==> src/rtl/core/fatsnc_pkg.sv <==
// Types and constants of the FAT 8.3 short-name converter.
package fatsnc_pkg;

  localparam logic [7:0] SPACE_CH = 8'h20;
  localparam logic [7:0] SLASH_CH = 8'h2F;
  localparam logic [7:0] DOT_CH   = 8'h2E;
  localparam logic [7:0] NUL_CH   = 8'h00;

  localparam logic [3:0] SHORT_LEN = 4'd11;
  localparam logic [3:0] NAME_LEN  = 4'd8;
  localparam logic [1:0] EXT_LEN   = 2'd3;

  localparam logic KIND_BYTE = 1'b0;
  localparam logic KIND_END  = 1'b1;
  localparam logic ST_OK     = 1'b0;
  localparam logic ST_BAD    = 1'b1;

  localparam int QUEUE_DEPTH = 2;

  typedef enum logic [1:0] {
    PH_START,
    PH_NAME,
    PH_EXT
  } phase_t;

  // One unit of back-end work: bytes at positions pos_from..pos_to-1 all
  // carry fill, optionally followed by an end-status item.
  typedef struct packed {
    logic [3:0] pos_from;
    logic [3:0] pos_to;
    logic [7:0] fill;
    logic       with_status;
    logic       bad;
  } cmd_t;

  function automatic logic char_ok(input logic [7:0] c);
    char_ok = (c >= 8'h41 && c <= 8'h5A) || (c >= 8'h30 && c <= 8'h39);
  endfunction

endpackage

==> src/rtl/core/fatsnc_if.sv <==
// Handshake channel interfaces for the character input and the short-name output.
interface fatsnc_in_if (input logic clk);
  logic       valid;
  logic       ready;
  logic [7:0] in_char;

  modport source (output valid, output in_char, input ready);
  modport sink (input valid, input in_char, output ready);
endinterface

interface fatsnc_out_if (input logic clk);
  logic       valid;
  logic       ready;
  logic       out_kind;
  logic [3:0] out_position;
  logic [7:0] out_byte;
  logic       status;
  logic       last;

  modport source (output valid, output out_kind, output out_position, output out_byte,
                  output status, output last, input ready);
  modport sink (input valid, input out_kind, input out_position, input out_byte,
                input status, input last, output ready);
endinterface

==> src/rtl/core/fatsnc_queue.sv <==
// Small command queue between the classifying front end and the emitting back end.
module fatsnc_queue #(
  parameter int Depth = 2
) (
  input  logic             clk,
  input  logic             rst,
  input  logic             push,
  input  fatsnc_pkg::cmd_t wr_data,
  input  logic             pop,
  output fatsnc_pkg::cmd_t rd_data,
  output logic             empty,
  output logic             full
);
  import fatsnc_pkg::*;

  localparam int AW = (Depth > 1) ? $clog2(Depth) : 1;

  cmd_t              mem [Depth];
  logic [AW-1:0]     wr_ptr;
  logic [AW-1:0]     rd_ptr;
  logic [AW:0]       count;

  assign empty   = (count == '0);
  assign full    = (count == (AW+1)'(Depth));
  assign rd_data = mem[rd_ptr];

  always_ff @(posedge clk) begin
    if (push) begin
      mem[wr_ptr] <= wr_data;
    end
  end

  always_ff @(posedge clk) begin
    if (rst) begin
      wr_ptr <= '0;
      rd_ptr <= '0;
      count  <= '0;
    end else begin
      if (push) begin
        wr_ptr <= (wr_ptr == AW'(Depth - 1)) ? '0 : wr_ptr + 1'b1;
      end
      if (pop) begin
        rd_ptr <= (rd_ptr == AW'(Depth - 1)) ? '0 : rd_ptr + 1'b1;
      end
      case ({push, pop})
        2'b10:   count <= count + 1'b1;
        2'b01:   count <= count - 1'b1;
        default: count <= count;
      endcase
    end
  end

endmodule

==> src/rtl/core/fatsnc_front.sv <==
// Front end: accepts characters, tracks name/extension state, queues emit commands.
module fatsnc_front (
  input  logic             clk,
  input  logic             rst,
  fatsnc_in_if.sink        chars,
  input  logic             queue_full,
  output logic             push,
  output fatsnc_pkg::cmd_t cmd
);
  import fatsnc_pkg::*;

  phase_t     phase, phase_next;
  logic [3:0] name_count, name_count_next;
  logic [1:0] ext_count, ext_count_next;
  logic       error_seen, error_seen_next;
  logic       accept;
  logic [7:0] c;
  logic       bad_end;

  assign chars.ready = !queue_full;
  assign accept      = chars.valid && !queue_full;
  assign c           = chars.in_char;

  always_ff @(posedge clk) begin
    if (rst) begin
      phase      <= PH_START;
      name_count <= '0;
      ext_count  <= '0;
      error_seen <= 1'b0;
    end else begin
      phase      <= phase_next;
      name_count <= name_count_next;
      ext_count  <= ext_count_next;
      error_seen <= error_seen_next;
    end
  end

  always_comb begin
    phase_next      = phase;
    name_count_next = name_count;
    ext_count_next  = ext_count;
    error_seen_next = error_seen;
    push            = 1'b0;
    cmd             = '{pos_from: name_count, pos_to: name_count + 4'd1, fill: c,
                        with_status: 1'b0, bad: ST_OK};
    bad_end         = error_seen || (phase == PH_START) ||
                      (phase == PH_NAME && name_count == '0);

    if (accept) begin
      if (c == NUL_CH) begin
        // Terminator: pad the rest unless invalid, then report status.
        push            = 1'b1;
        cmd.fill        = SPACE_CH;
        cmd.pos_to      = SHORT_LEN;
        cmd.with_status = 1'b1;
        cmd.bad         = bad_end ? ST_BAD : ST_OK;
        if (bad_end) begin
          cmd.pos_from = SHORT_LEN;
        end else if (phase == PH_EXT) begin
          cmd.pos_from = {2'b10, ext_count};
        end else begin
          cmd.pos_from = name_count;
        end
        phase_next      = PH_START;
        name_count_next = '0;
        ext_count_next  = '0;
        error_seen_next = 1'b0;
      end else if (!error_seen) begin
        unique case (phase) inside
          PH_START, PH_NAME: begin
            if (phase == PH_START && c == SLASH_CH) begin
              phase_next = PH_NAME;
            end else if (c == DOT_CH) begin
              push           = (name_count < NAME_LEN);
              cmd.pos_to     = NAME_LEN;
              cmd.fill       = SPACE_CH;
              phase_next     = PH_EXT;
              ext_count_next = '0;
            end else if (name_count >= NAME_LEN || !char_ok(c)) begin
              error_seen_next = 1'b1;
              phase_next      = PH_NAME;
            end else begin
              push            = 1'b1;
              name_count_next = name_count + 4'd1;
              phase_next      = PH_NAME;
            end
          end
          // extension field; an unused phase code behaves the same way
          default: begin
            if (ext_count >= EXT_LEN || !char_ok(c)) begin
              error_seen_next = 1'b1;
            end else begin
              push           = 1'b1;
              cmd.pos_from   = {2'b10, ext_count};
              cmd.pos_to     = {2'b10, ext_count} + 4'd1;
              ext_count_next = ext_count + 2'd1;
            end
          end
        endcase
      end
    end
  end

endmodule

==> src/rtl/core/fatsnc_back.sv <==
// Back end: walks queued commands; one item per cycle unless stalled.
module fatsnc_back (
  input  logic             clk,
  input  logic             rst,
  input  fatsnc_pkg::cmd_t head,
  input  logic             head_empty,
  output logic             pop,
  fatsnc_out_if.source     result
);
  import fatsnc_pkg::*;

  logic       started;
  logic [3:0] pos;
  logic [3:0] cur_pos;
  logic       load;
  logic       bytes_left;
  logic       final_byte;

  logic       ovalid;
  logic       okind;
  logic [3:0] opos;
  logic [7:0] obyte;
  logic       ostatus;
  logic       olast;

  assign cur_pos    = started ? pos : head.pos_from;
  assign bytes_left = (cur_pos < head.pos_to);
  assign final_byte = (cur_pos + 4'd1 == head.pos_to) && !head.with_status;
  assign load       = !head_empty && (!ovalid || result.ready);
  assign pop        = load && (!bytes_left || final_byte);

  always_ff @(posedge clk) begin
    if (rst) begin
      started <= 1'b0;
      ovalid  <= 1'b0;
    end else begin
      if (load) begin
        started <= !pop;
        ovalid  <= 1'b1;
      end else if (result.ready) begin
        ovalid  <= 1'b0;
      end
    end
  end

  always_ff @(posedge clk) begin
    if (load) begin
      pos <= cur_pos + 4'd1;
      if (bytes_left) begin
        okind   <= KIND_BYTE;
        opos    <= cur_pos;
        obyte   <= head.fill;
        ostatus <= ST_OK;
        olast   <= final_byte;
      end else begin
        okind   <= KIND_END;
        opos    <= '0;
        obyte   <= '0;
        ostatus <= head.bad;
        olast   <= 1'b1;
      end
    end
  end

  assign result.valid        = ovalid;
  assign result.out_kind     = okind;
  assign result.out_position = opos;
  assign result.out_byte     = obyte;
  assign result.status       = ostatus;
  assign result.last         = olast;

endmodule

==> src/rtl/core/fat_short_name_converter.sv <==
// Top level of the FAT 8.3 short-name converter.
//
//   channel     dir   payload                                          per item
//   name_chars  in    in_char[7:0]                                     one name character
//   short_name  out   out_kind, out_position[3:0], out_byte[7:0],      one name byte or
//                     status, last                                     the end status
//
// A name character is taken every cycle while the command queue has room.
// Each valid name character yields one name byte; a dot yields up to 8 bytes
// of space padding and a terminator up to 11 items (padding plus status), from
// the back end emitting one item per cycle while the output is not stalled. The
// queue absorbs these runs, so the input stalls only when it fills. Output stalls
// hold the output register and back up through the queue. Synchronous reset clears
// name state and empties the queue and output register; no clearing pass is needed.
module fat_short_name_converter #(
  parameter int QueueDepth = fatsnc_pkg::QUEUE_DEPTH
) (
  input logic           clk,
  input logic           rst,
  fatsnc_in_if.sink     name_chars,
  fatsnc_out_if.source  short_name
);
  import fatsnc_pkg::*;

  cmd_t front_cmd;
  cmd_t head_cmd;
  logic push;
  logic pop;
  logic queue_empty;
  logic queue_full;

  // Classify each character and keep the 8.3 field counters.
  fatsnc_front u_front (
    .clk        (clk),
    .rst        (rst),
    .chars      (name_chars),
    .queue_full (queue_full),
    .push       (push),
    .cmd        (front_cmd)
  );

  // Decouple classification from the padding runs of the back end.
  fatsnc_queue #(
    .Depth (QueueDepth)
  ) u_queue (
    .clk     (clk),
    .rst     (rst),
    .push    (push),
    .wr_data (front_cmd),
    .pop     (pop),
    .rd_data (head_cmd),
    .empty   (queue_empty),
    .full    (queue_full)
  );

  // Expand each command into byte and status items.
  fatsnc_back u_back (
    .clk        (clk),
    .rst        (rst),
    .head       (head_cmd),
    .head_empty (queue_empty),
    .pop        (pop),
    .result     (short_name)
  );

endmodule

==> src/flat_wrapper.sv <==
// flat-port wrapper written by rule: the top's interface ports become plain ports
module fat_short_name_converter_flat import fatsnc_pkg::*;
#(
  parameter int QueueDepth = fatsnc_pkg::QUEUE_DEPTH
)
  (clk, rst, name_chars_valid, name_chars_in_char, name_chars_ready, short_name_valid, short_name_out_kind, short_name_out_position, short_name_out_byte, short_name_status, short_name_last, short_name_ready);
  fatsnc_in_if name_chars_i (.clk(clk));
  fatsnc_out_if short_name_i (.clk(clk));
  input logic clk;
  input logic rst;
  input wire logic [$bits(name_chars_i.valid)-1:0] name_chars_valid;
  input wire logic [$bits(name_chars_i.in_char)-1:0] name_chars_in_char;
  output wire logic [$bits(name_chars_i.ready)-1:0] name_chars_ready;
  output wire logic [$bits(short_name_i.valid)-1:0] short_name_valid;
  output wire logic [$bits(short_name_i.out_kind)-1:0] short_name_out_kind;
  output wire logic [$bits(short_name_i.out_position)-1:0] short_name_out_position;
  output wire logic [$bits(short_name_i.out_byte)-1:0] short_name_out_byte;
  output wire logic [$bits(short_name_i.status)-1:0] short_name_status;
  output wire logic [$bits(short_name_i.last)-1:0] short_name_last;
  input wire logic [$bits(short_name_i.ready)-1:0] short_name_ready;
  assign name_chars_i.valid = name_chars_valid;
  assign name_chars_i.in_char = name_chars_in_char;
  assign name_chars_ready = name_chars_i.ready;
  assign short_name_valid = short_name_i.valid;
  assign short_name_out_kind = short_name_i.out_kind;
  assign short_name_out_position = short_name_i.out_position;
  assign short_name_out_byte = short_name_i.out_byte;
  assign short_name_status = short_name_i.status;
  assign short_name_last = short_name_i.last;
  assign short_name_i.ready = short_name_ready;
  fat_short_name_converter #(.QueueDepth(QueueDepth)) u_core (.clk(clk), .rst(rst), .name_chars(name_chars_i), .short_name(short_name_i));
endmodule
==> config.mk <==
export PLATFORM = sky130hd
export DESIGN_NAME = fat_short_name_converter_flat
export DESIGN_NICKNAME = d
export VERILOG_FILES = /design/src/rtl/core/fatsnc_pkg.sv /design/src/rtl/core/fatsnc_if.sv /design/src/rtl/core/fatsnc_queue.sv /design/src/rtl/core/fatsnc_front.sv /design/src/rtl/core/fatsnc_back.sv /design/src/rtl/core/fat_short_name_converter.sv /design/src/flat_wrapper.sv
export SDC_FILE = /design/constraint.sdc
export NUM_CORES = 1
export LEC_CHECK = 0
export BUFFER_PORTS_ARGS = -buffer_cell sky130_fd_sc_hd__buf_4
export CAP_MARGIN = 20
export CORE_MARGIN = 2
export CORE_UTILIZATION = 30
export CTS_CLUSTER_SIZE = 28
export DETAILED_ROUTE_END_ITERATION = 10
export RECOVER_POWER = 25
export SYNTH_ARGS = -nofsm -noshare
export SYNTH_HDL_FRONTEND = slang
export SYNTH_SLANG_ARGS = --single-unit
==> constraint.sdc <==
create_clock -name clk -period 3.6 [get_ports clk]
set_input_delay 0.18 -clock clk [delete_from_list [all_inputs] [get_ports clk]]
set_output_delay 0.18 -clock clk [all_outputs]
set_load 0.005 [all_outputs]
Yosys cells after proc, flatten, opt, wreduce, memory -nomap -nowiden
Memories as Yosys holds them, arrays and structs flattened. A register that Yosys moved wholly into a read port is not among the register bits. Index checks and enable logic that the tools add are counted.

Register bits: 34. Memories: 1. Word-level logic and storage cells: 136. Bits of input ports: 12. Bits in writable memories: 36.

Add/sub/neg operators: 8. Order comparisons: 8. Equal/unequal tests: 15. Mux-type cells: 56. Reduce and logical (&&, ||, !) cells: 33.

Memory list: u_core.u_queue.mem (words 2, bits a word 18, read ports 1, clocked after memory_dff 1, wr ports 1, RTL line fatsnc_queue.sv:18) `cmd_t mem [Depth];`.

Operators with widths (count): 4-bit two-way mux (11); 16-bit two-way mux (2); 1-bit two-way mux (25); 12-bit two-way mux (2); 2-bit two-way mux (12); 18-bit two-way mux (1); 8-bit by 6-bit == test with 1-bit output, second input constant (2); 8-bit two-way mux (2); 4-bit by 1-bit adder with 4-bit output, second input constant (3); 8-bit by 6-bit greater-or-equal comparator with 1-bit output, second input constant (1); 8-bit by 7-bit greater-or-equal comparator with 1-bit output, second input constant (1); 8-bit by 6-bit less-or-equal comparator with 1-bit output, second input constant (1); 8-bit by 7-bit less-or-equal comparator with 1-bit output, second input constant (1); 1-bit logical AND (8); 8-bit zero test (1); 1-bit zero test (7); 1-bit logical OR (7); 2-bit == test, second input constant (3); 2-bit inequality test, second input constant (3); 3-bit inequality test, second input constant (2); 6-bit AND reduction (1); 2-bit nonzero test (3); 5-bit AND reduction (1); 2-bit by 1-bit adder with 2-bit output, second input constant (2); other kinds (15) (18).

Logic depth before layout (Yosys ltp)
Depth in word-level cells: 14. Gate-level depth with buffers: 15.

Cells and area by module
From an unflattened synthesis, not the netlist that was laid out.

Cells, all modules: 305. Area total of the unflattened synthesis: 3589.7 sq um.

By module, submodules not included: fatsnc_queue (instances 1, area an instance 1501.4 sq um, cells an instance 78, sequential area each 1181.1 sq um); fatsnc_front (instances 1, area an instance 1076.0 sq um, cells an instance 149, sequential area each 180.2 sq um); fatsnc_back (instances 1, area an instance 1012.2 sq um, cells an instance 78, sequential area each 610.6 sq um).

Worst setup path after synthesis
No wires, ideal clock.

Path kind: register to register. Start point: register (tool-made name). End point: register u_core.u_queue.count[1]. Required time: 3530 ps. Library setup time: 70 ps. Data arrival time: 3061 ps. Stages on the path, launching flop included: 12. Buffers on the path: 2. Slack: 470 ps. Period minus slack after synthesis: 3130 ps. Cell sequence: dfxtp_1 -> buf_6 -> buf_1 -> mux2_2 -> ha_1 -> nor4b_1 -> mux2i_2 -> nor2_1 -> o21a_1 -> ha_1 -> or3_1 -> a21oi_1.

RTL lines: end signal: assignment (RTL line fatsnc_queue.sv:46) `2'b10: count <= count + 1'b1;`; end signal: assignment (RTL line fatsnc_queue.sv:47) `2'b01: count <= count - 1'b1;`; end signal: assignment (RTL line fatsnc_queue.sv:48) `default: count <= count;`; end: declaration (RTL line fatsnc_queue.sv:21) `logic [AW:0] count;`.

==> flow_metrics.tcl <==
set metrics [dict create \
    syn-instance-count 280 \
    crit_path_end_kind "flop" \
    place_congestion 0.838 \
    maxCapViolCount 0 \
    synth_edf_count 55 \
    cp_top_family "simple AND/OR/NAND/NOR gates" \
    status "complete, no violations" \
    post-cts-setup-buffer-count 0 \
    synthAdderAreaFrac_pct 3.24 \
    tns_ps 0 \
    crit_path_frequent_cell "ha_1" \
    fin_ws_ps 254 \
    ys_types 63 \
    viasPerCell 4.86 \
    clock-root-buffer "clkbuf_16" \
    max_freq_mhz 299 \
    clk_pin_slew_worst_paths_ps 60 \
    wl_mm 6.57 \
    grt_pass1_wl_mm 11.0 \
    cts_resized 0 \
    drv_slew 0 \
    cts_tree "built" \
    seq_area_frac_synth_pct 56.8 \
    layout-drive-gt1-share_pct 22.2 \
    antenna_cells 0 \
    synthMuxAreaShare_pct 7.60 \
    die_area_um2 12500 \
    ctsHoldBuffers 0 \
    netlist_top_cells_area "edfxtp_1, dfxtp_1, mux2i_1" \
    highest_layer "met4" \
    p_leak_nw 1.47 \
    netlist_area_um2 3470 \
    wl_met1_mm 2.90 \
    synthArstFlopShare_pct 0 \
    nFillCells 1100 \
    final_core_util_pct 35.8 \
    die_w_um 112 \
    ys.flop_type "edfxtp_1" \
    worstMarginPinSlew_ps 810 \
    area_delta_synth_final_pct 17.3 \
    cp-start-kind "flop" \
    clkSinkCount 71 \
    nets 331 \
    wl_per_cell_um 14.3 \
    grt_pass1_vias 2193 \
    yosys.area_share.simple_pct 16.1 \
    mostFrequentLayoutCell "edfxtp_1" \
    wl_met3_um 378 \
    pin_count 29 \
    post-dp-hpwl_mm 4.70 \
    rsz0062_at_grt "no" \
    synth_top_area_share_pct 47.5 \
    power.density_nw_per_um2 588 \
    drc 0 \
    yosysTopAreaCell "edfxtp_1" \
    min_period_over_period_pct 92.9 \
    final_cell_mix "edfxtp_1, nor2_1, clkbuf_4" \
    antenna_left 0 \
    route.vias.total 2225 \
    drt-initial-drc-count 146 \
    period_needed_ps 3350 \
    htree_num_levels 3 \
    crit_path_max_fanout 6 \
    hp-class "in -> reg" \
    rows 39 \
    core_um2 11400 \
    place_ws_ps 266 \
    finalHoldViolCount 0 \
    antenna_found_initial 0 \
    placed_area_um2 3810 \
    synth_compound_area_share_pct 9.25 \
    synthXorXnorAreaFrac_pct 2.45 \
    seq_area_um2 1970 \
    synth_top_family_by_area "simple AND/OR/NAND/NOR gates" \
    whs_ps 136 \
    clk_path_buf_depth 2 \
    synth_seq_cells 71 \
    fin_area_um2 4080 \
    worstPathRequired_ps 3860 \
    avgSynthCellArea_um2 12.4 \
    dr_wl_met2_mm 3.10 \
    ir_drop_mv 0.208 \
    grt_overflow 0 \
    multiInputGateArea_um2 1330 \
    path_class "reg -> reg" \
    finalSetupViolations 0 \
    slowest_stage "dfxtp_1" \
    port_buffers 28 \
    synth_nets 301 \
    dr.pass1.iters 5 \
    track_usage_pct 11.2 \
    skew_ps 5.35 \
    slew_headroom_pct 45.9 \
    arrival_ps 3610 \
    die_h_um 112 \
    grt_max_degree 23 \
    start_util_pct 30.6 \
    crit_chain "mux2_1 -> mux2i_1 -> inv_1 -> ha_1 -> xnor2_1 -> nor4b_1 -> mux2i_2 -> nor2_1 -> o21a_1 -> ha_1 -> or3_1 -> a21oi_1" \
    cts-buffers-inserted 9 \
    insertion_delay_ps 330 \
    cpPeakStageDelay_ps 470 \
    ys_warn_count 0 \
    cp.buffers_inverters 1 \
]
metal layers:
metal	vias to the layer above	GRT usage [%]
met5	-	0
met1	1045	14.3
met4	0	5.93
met2	73	17.6
met3	18	2.67
li1	1089	-
tightest hold or removal path, cell delays in order:
cell	delay (ps)
buf_4	70
nand2b_1	100
a21oi_1	60
where the power goes:
part / leakage (nW) / switching [mW] / internal, mW / total (mW)
clock network: 0.143 / 0.350 / 0.544 / 0.895
logic: 0.678 / 0.287 / 0.226 / 0.512
registers: 0.650 / 0.0286 / 0.960 / 0.989
worst paths after layout:
| check | cells after the start | to | start | slack [ps] |
|---|---|---|---|---|
| hold reg to reg | 2 | u_core.u_back.result.valid | u_core.u_back.result.valid | 500 |
| hold / removal | 3 | u_core.u_back.result.valid | short_name_ready | 140 |
| setup / recovery | 12 | u_core.u_queue.count[1] | flop | 250 |
| setup reg to reg | 12 | u_core.u_queue.count[1] | flop | 250 |
flip-flops by register name, indices dropped and copies added (netlist names), named ones only:
signal                             flops
u_core.u_back.pos                      4
u_core.u_back.result.last              1
u_core.u_back.result.out_byte          8
u_core.u_back.result.out_kind          1
u_core.u_back.result.out_position      4
u_core.u_back.result.status            1
u_core.u_back.result.valid             1
u_core.u_back.started                  1
u_core.u_front.error_seen              1
u_core.u_front.ext_count               2
u_core.u_front.name_count              4
u_core.u_front.phase                   2
u_core.u_queue.count                   2
u_core.u_queue.mem                    36
u_core.u_queue.rd_ptr                  1
u_core.u_queue.wr_ptr                  1
cell families after synthesis:
| group | count (synthesis) |
|---|---|
| xor gates and xnor gates | 8 |
| adders and majority gates | 9 |
| and+or+nand+nor | 94 |
| DFF | 71 |
| buffers and inverters | 29 |
| AOI/OAI and AO/OA | 46 |
| muxes | 23 |
Yosys cell counts, types with 3 or more instances:
cell type and n:
a211oi_1 4, nor4_1 5, or3_1 4, ha_1 9, edfxtp_1 55, xor2_1 3
o21ai_0 6, xnor2_1 4, buf_6 3, o21ai_1 4, nand2_1 10, a21oi_1 14
dfxtp_1 16, mux2i_1 14, and2_1 5, clkbuf_1 8, nand2b_1 9, nor2_1 28
nand3_1 9, mux2i_2 3, mux2_2 3, nor3_2 4, inv_1 12
area by class of cell:
| cell class | instances | share of cell area (%) |
|---|---|---|
| well taps | 143 | 4.39 |
| flip-flops and latches | 71 | 48.4 |
| multi-input cells | 180 | 32.6 |
| repair buffers | 34 | 5.80 |
| inverters | 14 | 1.32 |
| clock buffers | 9 | 5.53 |
| clock inverters | 7 | 1.96 |
through the flow:
| step | total power, mW | instances |
|---|---|---|
| 2_1_floorplan | 1.39 | 280 |
| 5_1_grt | 2.51 | 458 |
| 3_5_place_dp | 1.52 | 442 |
| 6_report | 2.40 | 458 |
| 3_3_place_gp | 1.51 | 442 |
| 4_1_cts | 2.42 | 458 |
(Power assumes the default switching activity.)
